--- config.mk ---
export PLATFORM = sky130hd
export DESIGN_NAME = sync_length_crc8_frame_receiver_top_flat
export DESIGN_NICKNAME = d
export VERILOG_FILES = /design/src/hdl/slfr_pkg.sv /design/src/hdl/slfr_if.sv /design/src/hdl/slfr_ram.sv /design/src/hdl/slfr_ctrl.sv /design/src/hdl/slfr_dp.sv /design/src/hdl/sync_length_crc8_frame_receiver_top.sv /design/src/flat_wrapper.sv
export SDC_FILE = /design/constraint.sdc
export NUM_CORES = 1
export LEC_CHECK = 0
export BUFFER_PORTS_ARGS = -buffer_cell sky130_fd_sc_hd__clkbuf_2
export CORE_MARGIN = 2
export CORE_UTILIZATION = 31
export CTS_BUF_LIST = sky130_fd_sc_hd__clkbuf_4 sky130_fd_sc_hd__clkbuf_8 sky130_fd_sc_hd__clkbuf_16
export DETAILED_ROUTE_END_ITERATION = 7
export GPL_TIMING_DRIVEN = 1
export HOLD_SLACK_MARGIN = 0.02
export SYNTH_ARGS = -nofsm -noshare
export SYNTH_HDL_FRONTEND = slang
export SYNTH_SLANG_ARGS = --single-unit
--- constraint.sdc ---
create_clock -name clk -period 3.8 [get_ports clk]
set_clock_uncertainty 0.05 [all_clocks]
set_input_delay 0.57 -clock clk [delete_from_list [all_inputs] [get_ports clk]]
set_output_delay 0.57 -clock clk [all_outputs]
set_load 0.03 [all_outputs]
--- src/hdl/slfr_pkg.sv ---
// Package for the sync/length/CRC-8 frame receiver.
// Holds shared constants, command/status structs and the CRC-8 byte step.
// No dependencies.
package slfr_pkg;

  localparam int unsigned MIN_LEN   = 3;  // smallest legal length byte
  localparam int unsigned LEN_EXTRA = 2;  // sync + length bytes on top of length

  localparam logic [7:0] SYNC_RST = 8'd200;
  localparam logic [7:0] POLY_RST = 8'd213;

  typedef enum logic [0:0] {
    CFG_SYNC = 1'b0,
    CFG_POLY = 1'b1
  } cfg_idx_t;

  typedef enum logic [0:0] {
    ACT_BYTE    = 1'b0,
    ACT_RELEASE = 1'b1
  } action_t;

  // controller -> datapath
  typedef struct packed {
    logic store_sync;
    logic store_len;
    logic store_data;
    logic clear;
    logic emitting;
  } slfr_cmd_t;

  // datapath -> controller
  typedef struct packed {
    logic sync_hit;
    logic len_ok;
    logic last_pos;
    logic crc_match;
    logic all_issued;
  } slfr_stat_t;

  // CRC-8, MSB first, one byte
  function automatic logic [7:0] crc8_step(input logic [7:0] crc, input logic [7:0] b,
                                           input logic [7:0] poly);
    logic [7:0] c;
    c = crc ^ b;
    for (int k = 0; k < 8; k++) begin
      if (c[7]) c = {c[6:0], 1'b0} ^ poly;
      else      c = {c[6:0], 1'b0};
    end
    return c;
  endfunction

endpackage

--- src/hdl/slfr_if.sv ---
// Request channel interfaces for the frame receiver.
// Depends on nothing; input byte channel and frame byte output channel.
interface slfr_in_if;
  logic       valid;
  logic       ready;
  logic       action;
  logic [7:0] byte_value;

  modport source (output valid, output action, output byte_value, input ready);
  modport sink   (input valid, input action, input byte_value, output ready);
endinterface

interface slfr_out_if;
  logic       valid;
  logic       ready;
  logic [7:0] frame_byte;
  logic [5:0] byte_index;
  logic [6:0] frame_total;
  logic       last_byte;

  modport source (output valid, output frame_byte, output byte_index, output frame_total,
                  output last_byte, input ready);
  modport sink   (input valid, input frame_byte, input byte_index, input frame_total,
                  input last_byte, output ready);
endinterface

--- src/hdl/slfr_ram.sv ---
// Generic single-write, single-read RAM with registered read data.
// No dependencies.
module slfr_ram #(
  parameter int unsigned WIDTH = 8,
  parameter int unsigned DEPTH = 64
) (
  input  logic                     clk,
  input  logic                     we,
  input  logic [$clog2(DEPTH)-1:0] waddr,
  input  logic [WIDTH-1:0]         wdata,
  input  logic                     re,
  input  logic [$clog2(DEPTH)-1:0] raddr,
  output logic [WIDTH-1:0]         rdata
);

  logic [WIDTH-1:0] mem [DEPTH];
  logic [WIDTH-1:0] rdata_r;

  always_ff @(posedge clk) begin
    if (we) mem[waddr] <= wdata;
    if (re) rdata_r <= mem[raddr];
  end

  assign rdata = rdata_r;

endmodule

--- src/hdl/slfr_ctrl.sv ---
// Frame receiver controller: phase state machine.
// Depends on slfr_pkg; drives datapath commands from its status.
module slfr_ctrl (
  input  logic               clk,
  input  logic               rst_n,
  input  logic               in_valid,
  input  logic               in_action,
  output logic               in_ready,
  input  slfr_pkg::slfr_stat_t stat,
  output slfr_pkg::slfr_cmd_t  cmd
);
  import slfr_pkg::*;

  typedef enum logic [4:0] {
    ST_IDLE   = 5'b00001,
    ST_LENGTH = 5'b00010,
    ST_DATA   = 5'b00100,
    ST_EMIT   = 5'b01000,
    ST_HELD   = 5'b10000
  } state_t;

  state_t state_r, state_nxt;
  logic   acc;

  assign in_ready = (state_r != ST_EMIT);
  assign acc      = in_valid && in_ready;

  always_comb begin
    state_nxt = state_r;
    cmd       = '0;
    cmd.emitting = (state_r == ST_EMIT);
    if (acc && (in_action == ACT_RELEASE)) begin
      cmd.clear = 1'b1;
      state_nxt = ST_IDLE;
    end else begin
      unique case (state_r)
        ST_IDLE: begin
          if (acc && stat.sync_hit) begin
            cmd.store_sync = 1'b1;
            state_nxt      = ST_LENGTH;
          end
        end
        ST_LENGTH: begin
          if (acc) begin
            if (stat.len_ok) begin
              cmd.store_len = 1'b1;
              state_nxt     = ST_DATA;
            end else begin
              cmd.clear = 1'b1;
              state_nxt = ST_IDLE;
            end
          end
        end
        ST_DATA: begin
          if (acc) begin
            cmd.store_data = 1'b1;
            if (stat.last_pos) begin
              if (stat.crc_match) begin
                state_nxt = ST_EMIT;
              end else begin
                cmd.clear = 1'b1;
                state_nxt = ST_IDLE;
              end
            end
          end
        end
        ST_EMIT: begin
          if (stat.all_issued) state_nxt = ST_HELD;
        end
        ST_HELD: begin
          // bytes ignored until a release
        end
        default: state_nxt = ST_IDLE;
      endcase
    end
  end

  always_ff @(posedge clk) begin
    if (!rst_n) state_r <= ST_IDLE;
    else        state_r <= state_nxt;
  end

endmodule

--- src/hdl/slfr_dp.sv ---
// Frame receiver datapath: config registers, frame store, CRC, readout pipe.
// Depends on slfr_pkg and slfr_ram.
module slfr_dp #(
  parameter int unsigned MAX_FRAME_BYTES = 64
) (
  input  logic                 clk,
  input  logic                 rst_n,
  input  logic                 cfg_we,
  input  logic [0:0]           cfg_idx,
  input  logic [7:0]           cfg_wdata,
  input  logic [7:0]           byte_value,
  input  slfr_pkg::slfr_cmd_t  cmd,
  output slfr_pkg::slfr_stat_t stat,
  output logic                 out_valid,
  input  logic                 out_ready,
  output logic [7:0]           out_frame_byte,
  output logic [5:0]           out_byte_index,
  output logic [6:0]           out_frame_total,
  output logic                 out_last_byte
);
  import slfr_pkg::*;

  localparam int unsigned AW = $clog2(MAX_FRAME_BYTES);
  localparam int unsigned TW = $clog2(MAX_FRAME_BYTES + 1);

  logic [7:0]    sync_r, poly_r;
  logic [TW-1:0] wp_r, wp_nxt, total_r, total_nxt, rd_cnt_r, rd_cnt_nxt;
  logic [7:0]    crc_r, crc_nxt;

  logic          s1_v_r, s1_last_r;
  logic [TW-1:0] s1_idx_r, s1_total_r;
  logic          out_v_r, out_last_r;
  logic [TW-1:0] out_idx_r, out_total_r;
  logic [7:0]    out_byte_r;

  logic          ram_we, issue, s1_move;
  logic [AW-1:0] ram_waddr;
  logic [7:0]    ram_rdata;
  logic [15:0]   idx_ext, tot_ext;

  // config
  always_ff @(posedge clk) begin
    if (!rst_n) begin
      sync_r <= SYNC_RST;
      poly_r <= POLY_RST;
    end else if (cfg_we) begin
      unique case (cfg_idx)
        CFG_SYNC: sync_r <= cfg_wdata;
        CFG_POLY: poly_r <= cfg_wdata;
        default:  ;
      endcase
    end
  end

  // status
  assign stat.sync_hit   = (byte_value == sync_r);
  assign stat.len_ok     = (9'(byte_value) >= 9'(MIN_LEN)) &&
                           (9'(byte_value) <= 9'(MAX_FRAME_BYTES - LEN_EXTRA));
  assign stat.last_pos   = ((TW+1)'(wp_r) + (TW+1)'(1)) >= (TW+1)'(total_r);
  assign stat.crc_match  = (byte_value == crc_r);
  assign stat.all_issued = (rd_cnt_r == total_r);

  // store write
  always_comb begin
    ram_we    = cmd.store_sync || cmd.store_len || cmd.store_data;
    ram_waddr = wp_r[AW-1:0];
    if (cmd.store_sync)     ram_waddr = AW'(0);
    else if (cmd.store_len) ram_waddr = AW'(1);
  end

  always_comb begin
    wp_nxt     = wp_r;
    total_nxt  = total_r;
    crc_nxt    = crc_r;
    rd_cnt_nxt = rd_cnt_r;
    if (cmd.store_sync) begin
      wp_nxt  = TW'(1);
      crc_nxt = '0;
    end
    if (cmd.store_len) begin
      wp_nxt     = TW'(2);
      total_nxt  = TW'(9'(byte_value) + 9'(LEN_EXTRA));
      crc_nxt    = '0;
      rd_cnt_nxt = '0;
    end
    if (cmd.store_data) begin
      wp_nxt = wp_r + TW'(1);
      if (!stat.last_pos) crc_nxt = crc8_step(crc_r, byte_value, poly_r);
    end
    if (cmd.clear) begin
      wp_nxt    = '0;
      total_nxt = '0;
      crc_nxt   = '0;
    end
    if (issue) rd_cnt_nxt = rd_cnt_r + TW'(1);
  end

  // readout: read issue -> RAM data stage -> output register
  assign s1_move = s1_v_r && (!out_v_r || out_ready);
  assign issue   = cmd.emitting && (rd_cnt_r != total_r) && (!s1_v_r || s1_move);

  slfr_ram #(.WIDTH(8), .DEPTH(MAX_FRAME_BYTES)) u_store (
    .clk   (clk),
    .we    (ram_we),
    .waddr (ram_waddr),
    .wdata (byte_value),
    .re    (issue),
    .raddr (rd_cnt_r[AW-1:0]),
    .rdata (ram_rdata)
  );

  always_ff @(posedge clk) begin
    if (!rst_n) begin
      wp_r     <= '0;
      total_r  <= '0;
      crc_r    <= '0;
      rd_cnt_r <= '0;
      s1_v_r   <= 1'b0;
      out_v_r  <= 1'b0;
    end else begin
      wp_r     <= wp_nxt;
      total_r  <= total_nxt;
      crc_r    <= crc_nxt;
      rd_cnt_r <= rd_cnt_nxt;
      if (issue)        s1_v_r <= 1'b1;
      else if (s1_move) s1_v_r <= 1'b0;
      if (s1_move)        out_v_r <= 1'b1;
      else if (out_ready) out_v_r <= 1'b0;
    end
  end

  always_ff @(posedge clk) begin
    if (issue) begin
      s1_idx_r   <= rd_cnt_r;
      s1_total_r <= total_r;
      s1_last_r  <= ((TW+1)'(rd_cnt_r) + (TW+1)'(1)) == (TW+1)'(total_r);
    end
    if (s1_move) begin
      out_byte_r  <= ram_rdata;
      out_idx_r   <= s1_idx_r;
      out_total_r <= s1_total_r;
      out_last_r  <= s1_last_r;
    end
  end

  assign idx_ext         = 16'(out_idx_r);
  assign tot_ext         = 16'(out_total_r);
  assign out_valid       = out_v_r;
  assign out_frame_byte  = out_byte_r;
  assign out_byte_index  = idx_ext[5:0];
  assign out_frame_total = tot_ext[6:0];
  assign out_last_byte   = out_last_r;

endmodule

--- src/hdl/sync_length_crc8_frame_receiver_top.sv ---
// Sync/length/CRC-8 frame receiver. One request (byte or release) per cycle is
// taken in every phase except readout. After a matching CRC byte the frame is
// read out of the frame store at one byte per cycle while the output is not
// stalled, passing the RAM read register and the output register, L+2 bytes in
// all; input is stalled until the last read is issued, which output stalls delay.
// Reset (rst_n low, synchronous): idle, config to sync 200 / poly 213; store not cleared.
module sync_length_crc8_frame_receiver_top #(
  parameter int unsigned MAX_FRAME_BYTES = 64
) (
  input  logic              clk,
  input  logic              rst_n,
  slfr_in_if.sink           in_ch,
  slfr_out_if.source        out_ch,
  input  logic              cfg_we,
  input  logic [0:0]        cfg_idx,
  input  logic [7:0]        cfg_wdata
);
  import slfr_pkg::*;

  // command/status link between the phase controller and the datapath
  slfr_cmd_t  cmd;
  slfr_stat_t stat;

  // controller owns the phase; in_ready drops only during readout
  slfr_ctrl u_ctrl (
    .clk       (clk),
    .rst_n     (rst_n),
    .in_valid  (in_ch.valid),
    .in_action (in_ch.action),
    .in_ready  (in_ch.ready),
    .stat      (stat),
    .cmd       (cmd)
  );

  // datapath: config regs, store, running CRC and the output register
  slfr_dp #(.MAX_FRAME_BYTES(MAX_FRAME_BYTES)) u_dp (
    .clk             (clk),
    .rst_n           (rst_n),
    .cfg_we          (cfg_we),
    .cfg_idx         (cfg_idx),
    .cfg_wdata       (cfg_wdata),
    .byte_value      (in_ch.byte_value),
    .cmd             (cmd),
    .stat            (stat),
    .out_valid       (out_ch.valid),
    .out_ready       (out_ch.ready),
    .out_frame_byte  (out_ch.frame_byte),
    .out_byte_index  (out_ch.byte_index),
    .out_frame_total (out_ch.frame_total),
    .out_last_byte   (out_ch.last_byte)
  );

endmodule

--- src/flat_wrapper.sv ---
// flat-port wrapper written by rule: the top's interface ports become plain ports
module sync_length_crc8_frame_receiver_top_flat import slfr_pkg::*;
#(
  parameter int unsigned MAX_FRAME_BYTES = 64
)
  (clk, rst_n, cfg_we, cfg_idx, cfg_wdata, in_ch_valid, in_ch_action, in_ch_byte_value, in_ch_ready, out_ch_valid, out_ch_frame_byte, out_ch_byte_index, out_ch_frame_total, out_ch_last_byte, out_ch_ready);
  slfr_in_if in_ch_i ();
  slfr_out_if out_ch_i ();
  input  logic clk;
  input  logic rst_n;
  input  logic cfg_we;
  input  logic [0:0] cfg_idx;
  input  logic [7:0] cfg_wdata;
  input wire logic [$bits(in_ch_i.valid)-1:0] in_ch_valid;
  input wire logic [$bits(in_ch_i.action)-1:0] in_ch_action;
  input wire logic [$bits(in_ch_i.byte_value)-1:0] in_ch_byte_value;
  output wire logic [$bits(in_ch_i.ready)-1:0] in_ch_ready;
  output wire logic [$bits(out_ch_i.valid)-1:0] out_ch_valid;
  output wire logic [$bits(out_ch_i.frame_byte)-1:0] out_ch_frame_byte;
  output wire logic [$bits(out_ch_i.byte_index)-1:0] out_ch_byte_index;
  output wire logic [$bits(out_ch_i.frame_total)-1:0] out_ch_frame_total;
  output wire logic [$bits(out_ch_i.last_byte)-1:0] out_ch_last_byte;
  input wire logic [$bits(out_ch_i.ready)-1:0] out_ch_ready;
  assign in_ch_i.valid = in_ch_valid;
  assign in_ch_i.action = in_ch_action;
  assign in_ch_i.byte_value = in_ch_byte_value;
  assign in_ch_ready = in_ch_i.ready;
  assign out_ch_valid = out_ch_i.valid;
  assign out_ch_frame_byte = out_ch_i.frame_byte;
  assign out_ch_byte_index = out_ch_i.byte_index;
  assign out_ch_frame_total = out_ch_i.frame_total;
  assign out_ch_last_byte = out_ch_i.last_byte;
  assign out_ch_i.ready = out_ch_ready;
  sync_length_crc8_frame_receiver_top #(.MAX_FRAME_BYTES(MAX_FRAME_BYTES)) u_core (.clk(clk), .rst_n(rst_n), .in_ch(in_ch_i), .out_ch(out_ch_i), .cfg_we(cfg_we), .cfg_idx(cfg_idx), .cfg_wdata(cfg_wdata));
endmodule
== After elaboration in Yosys (flattened, before gate mapping) ==
Memories as Yosys holds them, arrays and structs flattened. A register that Yosys moved wholly into a read port is not among the register bits.
Index checks and enable logic that the tools add are counted.

* Register bits: 88
* Memory bits (writable): 512
* Word-level logic and storage cells: 136
* Memories: 1

{| class="wikitable"
|+ Memories
! memory !! depth !! width !! rd ports !! clocked after memory_dff !! write ports !! RTL line !! RTL
|-
| u_core.u_dp.u_store.mem || 64 || 8 || 1 || 1 || 1 || slfr_ram.sv:16 || <nowiki>logic [WIDTH-1:0] mem [DEPTH];</nowiki>
|}

* Add/sub/neg operators: 5
* Order comparisons: 3
* Equal/unequal tests: 16
* Mux-type cells: 61
* Bitwise gates (word level): 12
* Reductions and logical operators: 22

{| class="wikitable"
|+ Operators by type and width
! kind !! count
|-
| $mux W8 || 26
|-
| $xor A8 B8 Y8 || 9
|-
| $mux W7 || 5
|-
| $mux W5 || 5
|-
| $pmux W5 S5 || 1
|-
| $mux W1 || 17
|-
| $add A7 B1 Y8 const B || 2
|-
| $eq A8 B8 Y1 || 2
|-
| $add A7 B1 Y7 const B || 2
|-
| $mux W6 || 2
|-
| $eq A8 B7 Y1 || 1
|-
| $ge A8 B2 Y1 const B || 1
|-
| $ge A8 B7 Y1 || 1
|-
| $le A8 B6 Y1 const B || 1
|-
| $add A7 B2 Y7 const B || 1
|-
| $eq A7 B7 Y1 || 1
|-
| $logic_and A1 B1 Y1 || 7
|-
| $ne A7 B7 Y1 || 1
|-
| $mux W3 || 2
|-
| $ne A2 B2 Y1 const B || 3
|-
| $reduce_and A6 Y1 || 1
|-
| $reduce_bool A2 Y1 || 3
|-
| $eq A5 B1 Y1 const B || 1
|-
| $eq A5 B2 Y1 const B || 1
|-
| 14 further kinds || 23
|}

== Logic depth before layout (Yosys ltp) ==
Gate-level depths: netlist (run 1).

* Depth in word-level cells: 35
* Gate-level depth with buffers: 15

== Cells and area by module ==
From an unflattened synthesis (run 1), not the netlist that was laid out.

* Cells, all modules: 1583
* Area total of the unflattened synthesis: 25956.1 µm²

{| class="wikitable"
|+ By module, submodules not included
! module !! instances !! cells an instance !! area an instance (µm²) !! seq. area each (µm²)
|-
| slfr_ram || 1 || 940 || 20246.9 || 15615.0
|-
| slfr_dp || 1 || 587 || 5300.1 || 2021.9
|-
| slfr_ctrl || 1 || 56 || 409.1 || 100.1
|}

== Worst setup path before layout (run 1) ==
OpenSTA, ideal clock, no wires.

* Path type: input-to-reg
* Start: in in_ch_byte_value[6]
* End: reg u_core.u_dp.crc_r[7]
* Setup time: 0.120 ns
* Arrival: 3.763 ns
* Data required time: 3.630 ns
* Path slack: -0.133 ns
* Stages on the path: 13
* Path buffers: 1
* Cell sequence: buf_2 > xnor2_2 > nor3_1 > nor2_1 > o2111ai_1 > o211ai_4 > mux2_4 > a22oi_4 > mux2i_1 > xnor3_1 > xnor2_1 > and4_1 > a211o_1

* Cells in the longest elaborated chain, start to end: 32
* Elaborated cells on any way between the ends: 54

{| class="wikitable"
|+ RTL lines
! element !! RTL line !! RTL
|-
| start: declaration || flat_wrapper.sv:16 || <nowiki>input wire logic [$bits(in_ch_i.byte_value)-1:0] in_ch_byte_value;</nowiki>
|-
| $xor A8 B8 Y8 || slfr_pkg.sv:44 || <nowiki>c = crc ^ b;</nowiki>
|-
| $xor A8 B8 Y8 || slfr_pkg.sv:46 || <nowiki>if (c[7]) c = {c[6:0], 1'b0} ^ poly;</nowiki>
|-
| $mux W8 || slfr_pkg.sv:46 ||
|-
| $mux W8 || slfr_dp.sv:88 || <nowiki>if (!stat.last_pos) crc_nxt = crc8_step(crc_r, byte_value, poly_r);</nowiki>
|-
| $mux W8 || slfr_dp.sv:86 || <nowiki>if (cmd.store_data) begin</nowiki>
|-
| $mux W8 || slfr_pkg.sv:46 ||
|-
| $mux W8 || slfr_dp.sv:88 ||
|-
| $mux W8 || slfr_dp.sv:86 ||
|-
| (+16 left out) || n/a ||
|-
| $xor A8 B8 Y8 || slfr_pkg.sv:46 ||
|-
| $mux W8 || slfr_pkg.sv:46 ||
|-
| $mux W8 || slfr_dp.sv:88 ||
|-
| $mux W8 || slfr_dp.sv:86 ||
|-
| $xor A8 B8 Y8 || slfr_pkg.sv:46 ||
|-
| $mux W8 || slfr_pkg.sv:46 ||
|-
| $mux W8 || slfr_dp.sv:88 ||
|-
| $mux W8 || slfr_dp.sv:86 ||
|-
| end signal: assignment || slfr_dp.sv:123 || <nowiki>crc_r <= crc_nxt;</nowiki>
|-
| end: declaration || slfr_dp.sv:28 || <nowiki>logic [7:0] crc_r, crc_nxt;</nowiki>
|}

Several ways; a longest one is shown, not always the timed one. The select of a mux whose other input is x is not followed.
A chain may end at the register's enable or synchronous reset.

== Worst setup path after layout (run 1) ==
* Start: reg u_core.u_dp.crc_r[7]
* End: reg u_core.u_dp.crc_r[2]

* Cells in the longest elaborated chain, start to end: 31
* Elaborated cells on any way between the ends: 39

{| class="wikitable"
|+ RTL lines
! element !! RTL line
|-
| $xor A8 B8 Y8 || slfr_pkg.sv:44
|-
| $mux W8 || slfr_pkg.sv:46
|-
| $mux W8 || slfr_dp.sv:88
|-
| $mux W8 || slfr_dp.sv:86
|-
| $xor A8 B8 Y8 || slfr_pkg.sv:46
|-
| $mux W8 || slfr_pkg.sv:46
|-
| $mux W8 || slfr_dp.sv:88
|-
| $mux W8 || slfr_dp.sv:86
|-
| (+15 left out) || n/a
|-
| $xor A8 B8 Y8 or $mux W8 (tied branches) || slfr_pkg.sv:46, slfr_dp.sv:86
|-
| $mux W8 or $xor A8 B8 Y8 (tied branches) || slfr_pkg.sv:46
|-
| $mux W8 (on tied branches) || slfr_dp.sv:88, slfr_pkg.sv:46
|-
| $mux W8 (on tied branches) || slfr_dp.sv:86, slfr_dp.sv:88
|-
| $xor A8 B8 Y8 or $mux W8 (tied branches) || slfr_pkg.sv:46, slfr_dp.sv:86
|-
| $mux W8 || slfr_pkg.sv:46
|-
| $mux W8 || slfr_dp.sv:88
|-
| $mux W8 || slfr_dp.sv:86
|}

Several ways; a longest one is shown, not always the timed one. The select of a mux whose other input is x is not followed.

==> results by group, run 1 <==
Setup path
  • Worst reg2reg startpoint: u_core.u_dp.crc_r[7]$_SDFF_PP0_
  • CP arrival: 4.11 ns
  • Most repeated library cell on the critical path: buf_4
  • Worst setup path startpoint: u_core.u_dp.crc_r[7]$_SDFF_PP0_
  • Slowest CP cell: dfxtp_4
  • Worst path bufs/invs: 3
  • Crit path capture type: flop
  • CP max FO: 7
  • Setup crit start kind: flop
  • Reg2Reg Setup Slack: 0.16 ns
  • Critical path capture point: u_core.u_dp.crc_r[2]$_SDFF_PP0_
  • Worst EP required: 4.27 ns
  • Cell count along the critical path: 15
  • Slowest cell delay on critical path: 0.41 ns
  • Crit-path cells: xor2_4 > xnor2_4 > mux2_4 > and3_4 > buf_4 > nor3_4 > xnor3_2 > xor2_1 > mux2i_1 > a22oi_2 > xnor2_1 > buf_4 > buf_12 > and3_1 > o31ai_2
  • Terminus of the critical flop-to-flop path: u_core.u_dp.crc_r[2]$_SDFF_PP0_
  • Critical path type: reg2reg
  • R2R depth: 15
  • Delay-heaviest family, CP: XOR/XNOR gates

STA
  • Actual slew at the worst max-slew pin: 0.873 ns
  • RSZ-0062 raised after global routing: yes
  • Max Clk Rate: 275 MHz
  • Max-slew violations: 0
  • Setup TNS: 0 ns
  • Period minus WS final: 3.64 ns
  • Slew HR: 41.6%
  • Final setup fails: 0
  • Final Cycle Share: 95.8%
  • Hold Vio Cnt, Final: 0

Placement
  • Buffers on Ports: 46
  • Final HPWL DP: 41.1 mm
  • Placed insts: 2647
  • Routability cong.: 0.808

Drt
  • Routed wire length: 62.3 mm
  • Initial DRC Count: 1448
  • Drt wl/cell: 22.7 um
  • Via count: 13997
  • Via-per-instance ratio: 5.10
  • Residual DRC: 0
  • ANT nets after route: 0
  • First-pass DRT Iterations: 5

Global routing
  • Vias in the first global route: 14154
  • Remaining global-route overflow: 0
  • Largest net degree at the start of global routing: 68
  • Initial antenna violation count: 1
  • First-pass GRT wire length: 93.0 mm
  • Overall Global Routing Usage: 14.6%

Die
  • Initial Util: 31.4%
  • Die ar.: 84200 sq um
  • Die Wd: 290 um
  • Placement row count: 104
  • Total core area: 80800 sq um
  • Die Ht: 290 um
  • Top Ports: 47

Logic synthesis
  • Post-synthesis compound-gate area fraction: 3.36%
  • Syn Nets: 1470
  • Post-synthesis cell type count: 69
  • Leading area contributor after synthesis: edfxtp_1
  • Seq/Total Area, Yosys: 69.9%
  • Ys Warns: 0
  • Post-synth EDFFs: 556
  • Post-synthesis mux area share: 15.5%
  • Main combinational cell family by area after synthesis: multiplexers
  • Top cells by area, synth: edfxtp_1 (66%), mux4_2 (15%), dfxtp_1 (4.1%)
  • Top-area cell type share of the netlist area: 65.8%
  • Main synth FF type: edfxtp_1
  • Mean Syn Cell Area: 17.7 sq um
  • Xor/xnor cell area share of the yosys netlist: 3.29%
  • Synth Instances: 1437
  • Post-Syn Area: 25400 sq um
  • FFs w/ async S/R, synth: 0%
  • Post-synthesis adder-cell area fraction: 0.493%
  • Simple-gate share of the synthesized area: 6.03%
  • #FFs+latches synth: 608

Layout
  • Fin cells: 2745
  • Layout cells sized above 1: 31.0%
  • Area of the multi-input gates: 7420 sq um
  • FILL cells: 7391
  • Register area: 17800 sq um
  • Final #Nets: 1679
  • Diodes inserted: 0
  • Layout Area Growth over Synthesis: 18.1%

Clock network
  • Clk_lat worst skew: 0.60 ns
  • Num Clock Sinks: 608
  • Clock-pin slew on the worst setup and hold paths: 0.06 ns
  • CTS tree: yes
  • Clock root buffer: clkbuf_16
  • Inserted Clock Buffers: 55
  • Htree depth: 2
  • Max clock buf depth: 3
  • Hold buffers post-CTS: 0

Run
  • Max-Cap Viols: 0

Power and ir drop
  • Power per cell area: 456 nW/um^2
  • Tot Pwr: 0.0137 W
  • LEAKAGE: 9.72 nW
  • Worst VDD drop: 0.315 mV

Run status
  • Status: complete, no violations

Worst hold path
  • Worst min-delay path class: in2reg
-- cells in the mapped netlist (all sizes together), types with 2 or more instances --
cell type  number
a211o           6
a211oi          9
a21boi          9
a21o            6
a21oi          29
a22o            4
a22oi           2
a2bb2oi         3
a31o            2
a31oi           4
a32oi           3
and2            3
and3           15
and4            2
buf            18
clkbuf         61
dfxtp          52
edfxtp        556
ha             10
inv            14
mux2            3
mux2i          12
mux4          168
nand2         111
nand2b          6
nand3          37
nand4          10
nor2          108
nor2b          12
nor3           15
nor3b           3
nor4            4
nor4b           2
o2111ai         3
o211ai          7
o21a            2
o21ai          23
or2             4
or3             3
or4             2
xnor2          47
xnor3           5
xor2           30
-- metrics by stage --
| stage | worst slack [ns] | hold WS, ns | util (%) | instance area, sq um |
|---|---|---|---|---|
| 4_1_cts | 0.0435 | 0.138 | 37.0 | 29900 |
| 2_1_floorplan | 0.00576 | 0.350 | - | 25500 |
| 6_report | 0.161 | 0.166 | 37.1 | 30000 |
| 3_5_place_dp | -0.378 | 0.355 | 34.9 | 28200 |
| 5_1_grt | -0.0256 | 0.153 | 37.1 | 30000 |
| 3_3_place_gp | -0.318 | 0.353 | 34.9 | 28200 |
-- area by class of cell --
| cell class | instances | area share (%) |
|---|---|---|
| sequential | 608 | 59.2 |
| inverter | 15 | 0.188 |
| clock inverter | 19 | 0.342 |
| tap | 1060 | 4.42 |
| clock buffer | 77 | 5.23 |
| multi-input combinational | 735 | 24.7 |
| timing repair buffer | 231 | 5.86 |
-- how the worst min path moves through the flow --
stage | startpoint | end | slack (ns) | cells after the start
after floorplan | u_core.u_dp.u_store.rdata[0]$_DFFE_PP_ | u_core.u_dp.out_frame_byte[0]$_DFFE_PP_ | 0.35 | 0
after global placement | u_core.u_dp.s1_idx_r[2]$_DFFE_PP_ | u_core.u_dp.out_idx_r[2]$_DFFE_PP_ | 0.35 | 0
after detailed placement | u_core.u_dp.s1_idx_r[2]$_DFFE_PP_ | u_core.u_dp.out_idx_r[2]$_DFFE_PP_ | 0.35 | 0
after CTS | cfg_wdata[2] | u_core.u_dp.poly_r[2]$_SDFFE_PN1P_ | 0.14 | 3
after global routing | cfg_wdata[2] | u_core.u_dp.poly_r[2]$_SDFFE_PN1P_ | 0.15 | 3
final | cfg_wdata[2] | u_core.u_dp.poly_r[2]$_SDFFE_PN1P_ | 0.17 | 3
-- flip-flops by register name (all words and copies together) (netlist names) --
register and flops:
u_core.u_dp.rd_cnt_r 7, u_core.u_ctrl.state_r 5, u_core.u_dp.out_frame_byte 8, u_core.u_dp.u_store.rdata 8, u_core.u_dp.out_idx_r 6, u_core.u_dp.s1_v_r 1
u_core.u_dp.u_store.mem 512, u_core.u_dp.out_frame_total 7, u_core.u_dp.out_last_byte 1, u_core.u_dp.sync_r 8, u_core.u_dp.crc_r 8, u_core.u_dp.poly_r 8
u_core.u_dp.wp_r 7, u_core.u_dp.out_valid 1, u_core.u_dp.s1_total_r 7, u_core.u_dp.s1_idx_r 6, u_core.u_dp.total_r 7, u_core.u_dp.s1_last_r 1
-- power breakdown --
part | internal [W] | total (W) | switching (W)
Clock | 0.00287 | 0.00523 | 0.00237
Combinational | 0.000540 | 0.00113 | 0.000594
Sequential | 0.00729 | 0.00731 | 0.0000168
Total | 0.0107 | 0.0137 | 0.00298
-- worst reg2reg max path, cell delays in order (launching register included) --
cell and delay, ns:
dfxtp_4 0.41, xor2_4 0.32, xnor2_4 0.20, mux2_4 0.35
and3_4 0.21, buf_4 0.15, nor3_4 0.13, xnor3_2 0.40
xor2_1 0.16, mux2i_1 0.22, a22oi_2 0.14, xnor2_1 0.16
buf_4 0.17, buf_12 0.13, and3_1 0.16, o31ai_2 0.19
-- cells in the final DEF, fill, tap and decap left out, types with 28 or more instances in the layout --
master and count:
a21oi_1 28, buf_4 174, clkbuf_16 55, clkbuf_2 46, dfxtp_1 46, edfxtp_1 556, mux4_2 168, nand2_1 111
nand3_1 37, nor2_1 107, xnor2_1 43
-- logic make-up after synthesis --
family / after synthesis
fa+ha+maj: 10
flops: 608
compound gates: 121
mux: 183
xor+xnor: 83
buf+inv: 94
simple gates: 338
-- layer usage --
layer | track usage (%) | share of wire (%) | up-vias
met4 | 3.38 | 2.0 | 2
li1 | - | - | 6108
met5 | 0 | 0.019 | -
met1 | 21.2 | 45 | 7346
met2 | 23.1 | 47 | 450
met3 | 2.11 | 6.0 | 91
-- repair_timing --
| item | CTS | global route |
|---|---|---|
| setup buffers | 0 | 3 |
| pin swaps | 0 | 7 |
| gates resized for setup | 2 | 11 |
| gates cloned | 0 | 0 |
| setup endpoints to repair | 1 | 8 |
Note: power is estimated with default switching activity, not from simulation.
==> inputs of run 2 (changes only) <==
--- a/config.mk
+++ b/config.mk
@@ -5,6 +5,7 @@
 export SDC_FILE = /design/constraint.sdc
 export NUM_CORES = 1
 export LEC_CHECK = 0
+export ABC_AREA = 1
 export BUFFER_PORTS_ARGS = -buffer_cell sky130_fd_sc_hd__clkbuf_2
 export CORE_MARGIN = 2
 export CORE_UTILIZATION = 31
==> run 2 against run 1 <==
Net effect:
- die area increased by 1.7%
- sequential share of layout area increased by 0.15 points
- first-iteration DRC count increased by 24%
- critical path depth increased by 2
- non-clock buffer count decreased by 59
- register-to-register slack improved by 0.20 ns
- wire length increased by 11%
- design area decreased by 0.28%
- global-route usage increased by 1.3 points
- sequential cell count unchanged
- worst setup slack improved by 0.20 ns
- sequential power about the same
- critical endpoint is now u_core.u_dp.u_store.mem[26][6]$_DFFE_PP_
- largest power group unchanged
==> results by group, run 2 <==
Logic synthesis
  • Top-area cell type share of the netlist area: 64.6%
  • Seq/Total Area, Yosys: 68.7%
  • Post-Syn Area: 25800 sq um
  • #FFs+latches synth: 608
  • Most frequent cell after synthesis: edfxtp_1
  • Synth cell count leaders: edfxtp_1 (556), nor2_1 (467), o21ai_0 (331)
  • Post-synthesis cell type count: 50
  • Syn Nets: 2322
  • Mean Syn Cell Area: 11.3 sq um
  • Post-synth EDFFs: 556
  • Leading area contributor after synthesis: edfxtp_1
  • Synth Instances: 2289
  • Main synth FF type: edfxtp_1
  • FFs w/ async S/R, synth: 0%
  • Top cells by area, synth: edfxtp_1 (65%), nor2_1 (6.8%), o21ai_0 (6.4%)
  • Ys Warns: 0

Setup path
  • Worst reg2reg startpoint: u_core.u_ctrl.state_r[0]$_SDFFE_PP1P_
  • Worst EP required: 4.08 ns
  • Terminus of the critical flop-to-flop path: u_core.u_dp.u_store.mem[26][6]$_DFFE_PP_
  • CP max FO: 8
  • Setup crit start kind: flop
  • Crit path capture type: flop
  • Reg2Reg Setup Slack: 0.36 ns
  • R2R depth: 17
  • Critical path type: reg2reg
  • Delay-heaviest family, CP: simple AND/OR/NAND/NOR gates
  • Slowest cell delay on critical path: 0.35 ns
  • Most repeated library cell on the critical path: nor2_1
  • CP arrival: 3.72 ns
  • Worst path bufs/invs: 7
  • Slowest CP cell: nand3_1
  • Crit-path cells: nor2_1 > inv_1 > nor4_2 > nor2_1 > inv_1 > nor2_1 > inv_1 > nand2_1 > inv_2 > nor2_1 > inv_1 > nor2_1 > nor2_1 > nand3_1 > buf_4 > nor2_1 > buf_4

Power and ir drop
  • Clk pwr share: 41.7%
  • Flop pwr share: 51.1%
  • Power per cell area: 480 nW/um^2
  • P_sw: 0.00322 W
  • LEAKAGE: 10.3 nW
  • Switching share of power: 22.5%
  • Internal: 0.0111 W
  • Share of power burned in combinational logic: 7.1%
  • Worst VDD drop: 0.371 mV

Drt
  • Routed wire length: 69.1 mm
  • Via-per-instance ratio: 5.12
  • ANT nets after route: 0
  • Residual DRC: 0
  • Via count: 17946
  • First-pass DRT Iterations: 5
  • Drt wl/cell: 19.7 um
  • Initial DRC Count: 1797

Die
  • Die Ht: 293 um
  • Die Wd: 293 um
  • Die ar.: 85600 sq um
  • Total core area: 82200 sq um
  • Placement row count: 105
  • Top Ports: 47
  • Initial Util: 31.4%

STA
  • Final setup fails: 0
  • Hold_ws: 0.143 ns
  • Actual slew at the worst max-slew pin: 1.31 ns
  • Period minus WS final: 3.44 ns
  • Hold Vio Cnt, Final: 0
  • Slew HR: 12.8%
  • Final Cycle Share: 90.6%
  • RSZ-0062 raised after global routing: no
  • Max Clk Rate: 291 MHz
  • Max-slew violations: 0

Clock network
  • Max clock buf depth: 3
  • Inserted Clock Buffers: 58
  • Clock root buffer: clkbuf_16
  • Clock-pin slew on the worst setup and hold paths: 0.06 ns
  • Hold buffers post-CTS: 0
  • Htree depth: 2
  • Clk_lat worst skew: 0.63 ns
  • Num Clock Sinks: 608
  • CTS tree: yes

Worst hold path
  • HP Start: cfg_wdata[3]
  • Worst min-delay path class: in2reg
  • Hold EP: u_core.u_dp.sync_r[3]$_SDFFE_PN1P_
  • Hold depth: 3

Global routing
  • Overall Global Routing Usage: 15.9%
  • Largest net degree at the start of global routing: 130
  • Initial antenna violation count: 5
  • Vias in the first global route: 17352
  • Remaining global-route overflow: 0
  • First-pass GRT wire length: 106 mm

Placement
  • Placed cell area: 27900 sq um
  • Routability cong.: 0.910
  • Final HPWL DP: 43.4 mm
  • Buffers on Ports: 46

Layout
  • Layout cells sized above 1: 13.5%
  • Most common cell after layout, fill and taps aside: edfxtp_1
  • Max reg flops: 512
  • Layout Area Growth over Synthesis: 15.7%
  • Commonest cells after routing, fill and taps aside: edfxtp_1 (556), nor2_1 (463), o21ai_0 (331)
  • Final #Nets: 2422
  • Design Area, Final: 29900 sq um
  • Reg with most FFs: u_core.u_dp.u_store.mem
  • FILL cells: 7927

Run status
  • Status: complete, no violations

Run
  • Max-Cap Viols: 0
==> run 2: cell count changes in the layout (fill, tap and decap cells not counted), moves of 16 or more <==
cell / change
nand2_1: +94
o221ai_1: +16
o21ai_0: +309
buf_4: -54
mux4_2: -168
inv_1: +79
o22ai_1: +136
xnor2_1: -23
nand3_1: +33
nor2_1: +356
==> run 2: timing repair <==
item                                    4_1_cts  5_1_grt
buffers inserted                              0        0
endpoints found under the setup margin        0      195
gates resized for setup                       0        6
==> run 2: layer usage <==
layer | track usage [%] | wire [um] | vias to the layer above | part of all wire (%)
li1 | - | - | 8384 | -
met1 | 20.5 | 28300 | 8799 | 41
met2 | 26.8 | 33800 | 615 | 49
met3 | 2.44 | 4310 | 148 | 6.2
met4 | 6.33 | 2710 | 0 | 3.9
met5 | 0 | 0 | - | 0
==> run 2: cell type report <==
type                    instances  area [sq um]  share of cell area (%)
diodes                          1          2.50                 0.00837
clock buffers                  62          1480                    4.96
clock inverters                46           492                    1.64
inverters                     112           425                    1.42
multi-input cells            1437          7160                    23.9
flip-flops and latches        608         17700                    59.4
well taps                    1070          1340                    4.48
repair buffers                172          1250                    4.19
==> run 2: worst max-delay path by stage <==
stage	startpoint	to	slack, ns	cells past startpoint
final	u_core.u_ctrl.state_r[0]$_SDFFE_PP1P_	u_core.u_dp.u_store.mem[26][6]$_DFFE_PP_	0.36	17
after global routing	u_core.u_dp.crc_r[7]$_SDFF_PP0_	u_core.u_dp.crc_r[4]$_SDFF_PP0_	0.03	25
after CTS	u_core.u_ctrl.state_r[0]$_SDFFE_PP1P_	u_core.u_dp.u_store.mem[2][0]$_DFFE_PP_	0.22	15
after detailed placement	in_ch_byte_value[7]	u_core.u_dp.crc_r[6]$_SDFF_PP0_	-0.005	26
after global placement	in_ch_byte_value[5]	u_core.u_dp.u_store.mem[2][7]$_DFFE_PP_	0.10	15
after floorplan	in_ch_byte_value[4]	u_core.u_dp.u_store.mem[57][0]$_DFFE_PP_	0.35	14
==> run 2: kinds of logic after synthesis <==
kind of cell	Yosys count	share of synthesized area, %
xor gates and xnor gates	52	1.85
adders and majority gates	10	0.484
AOI/OAI and AO/OA	565	12.3
DFF	608	68.7
buffers and inverters	244	3.72
and+or+nand+nor	810	13.0
==> run 2: worst min-delay path, delay by kind of cell <==
family | cells | cell delay, ns
and+or+nand+nor | 2 | 0.11
buffers and inverters | 1 | 0.09
==> run 2: power groups by stage <==
| stage | Sequential, W | Clock [W] | Combinational [W] |
|---|---|---|---|
| 2_1_floorplan | 0.00746 | 0 | 0.000759 |
| 3_3_place_gp | 0.00747 | 0 | 0.000994 |
| 3_5_place_dp | 0.00748 | 0 | 0.00101 |
| 4_1_cts | 0.00733 | 0.00608 | 0.00102 |
| 5_1_grt | 0.00733 | 0.00632 | 0.00115 |
| 6_report | 0.00733 | 0.00598 | 0.00102 |
==> run 2: through the flow <==
stage               TNS (ns)  cells  power [W]  utilization [%]  worst slack (ns)
floorplan                  0   2289    0.00822                -             0.348
CTS                        0   3507     0.0144             36.3             0.224
detailed placement  -0.00659   3399    0.00849             33.9          -0.00497
global placement           0   3399    0.00847             33.9             0.105
finish                     0   3508     0.0143             36.3             0.359
global route               0   3508     0.0148             36.3            0.0253
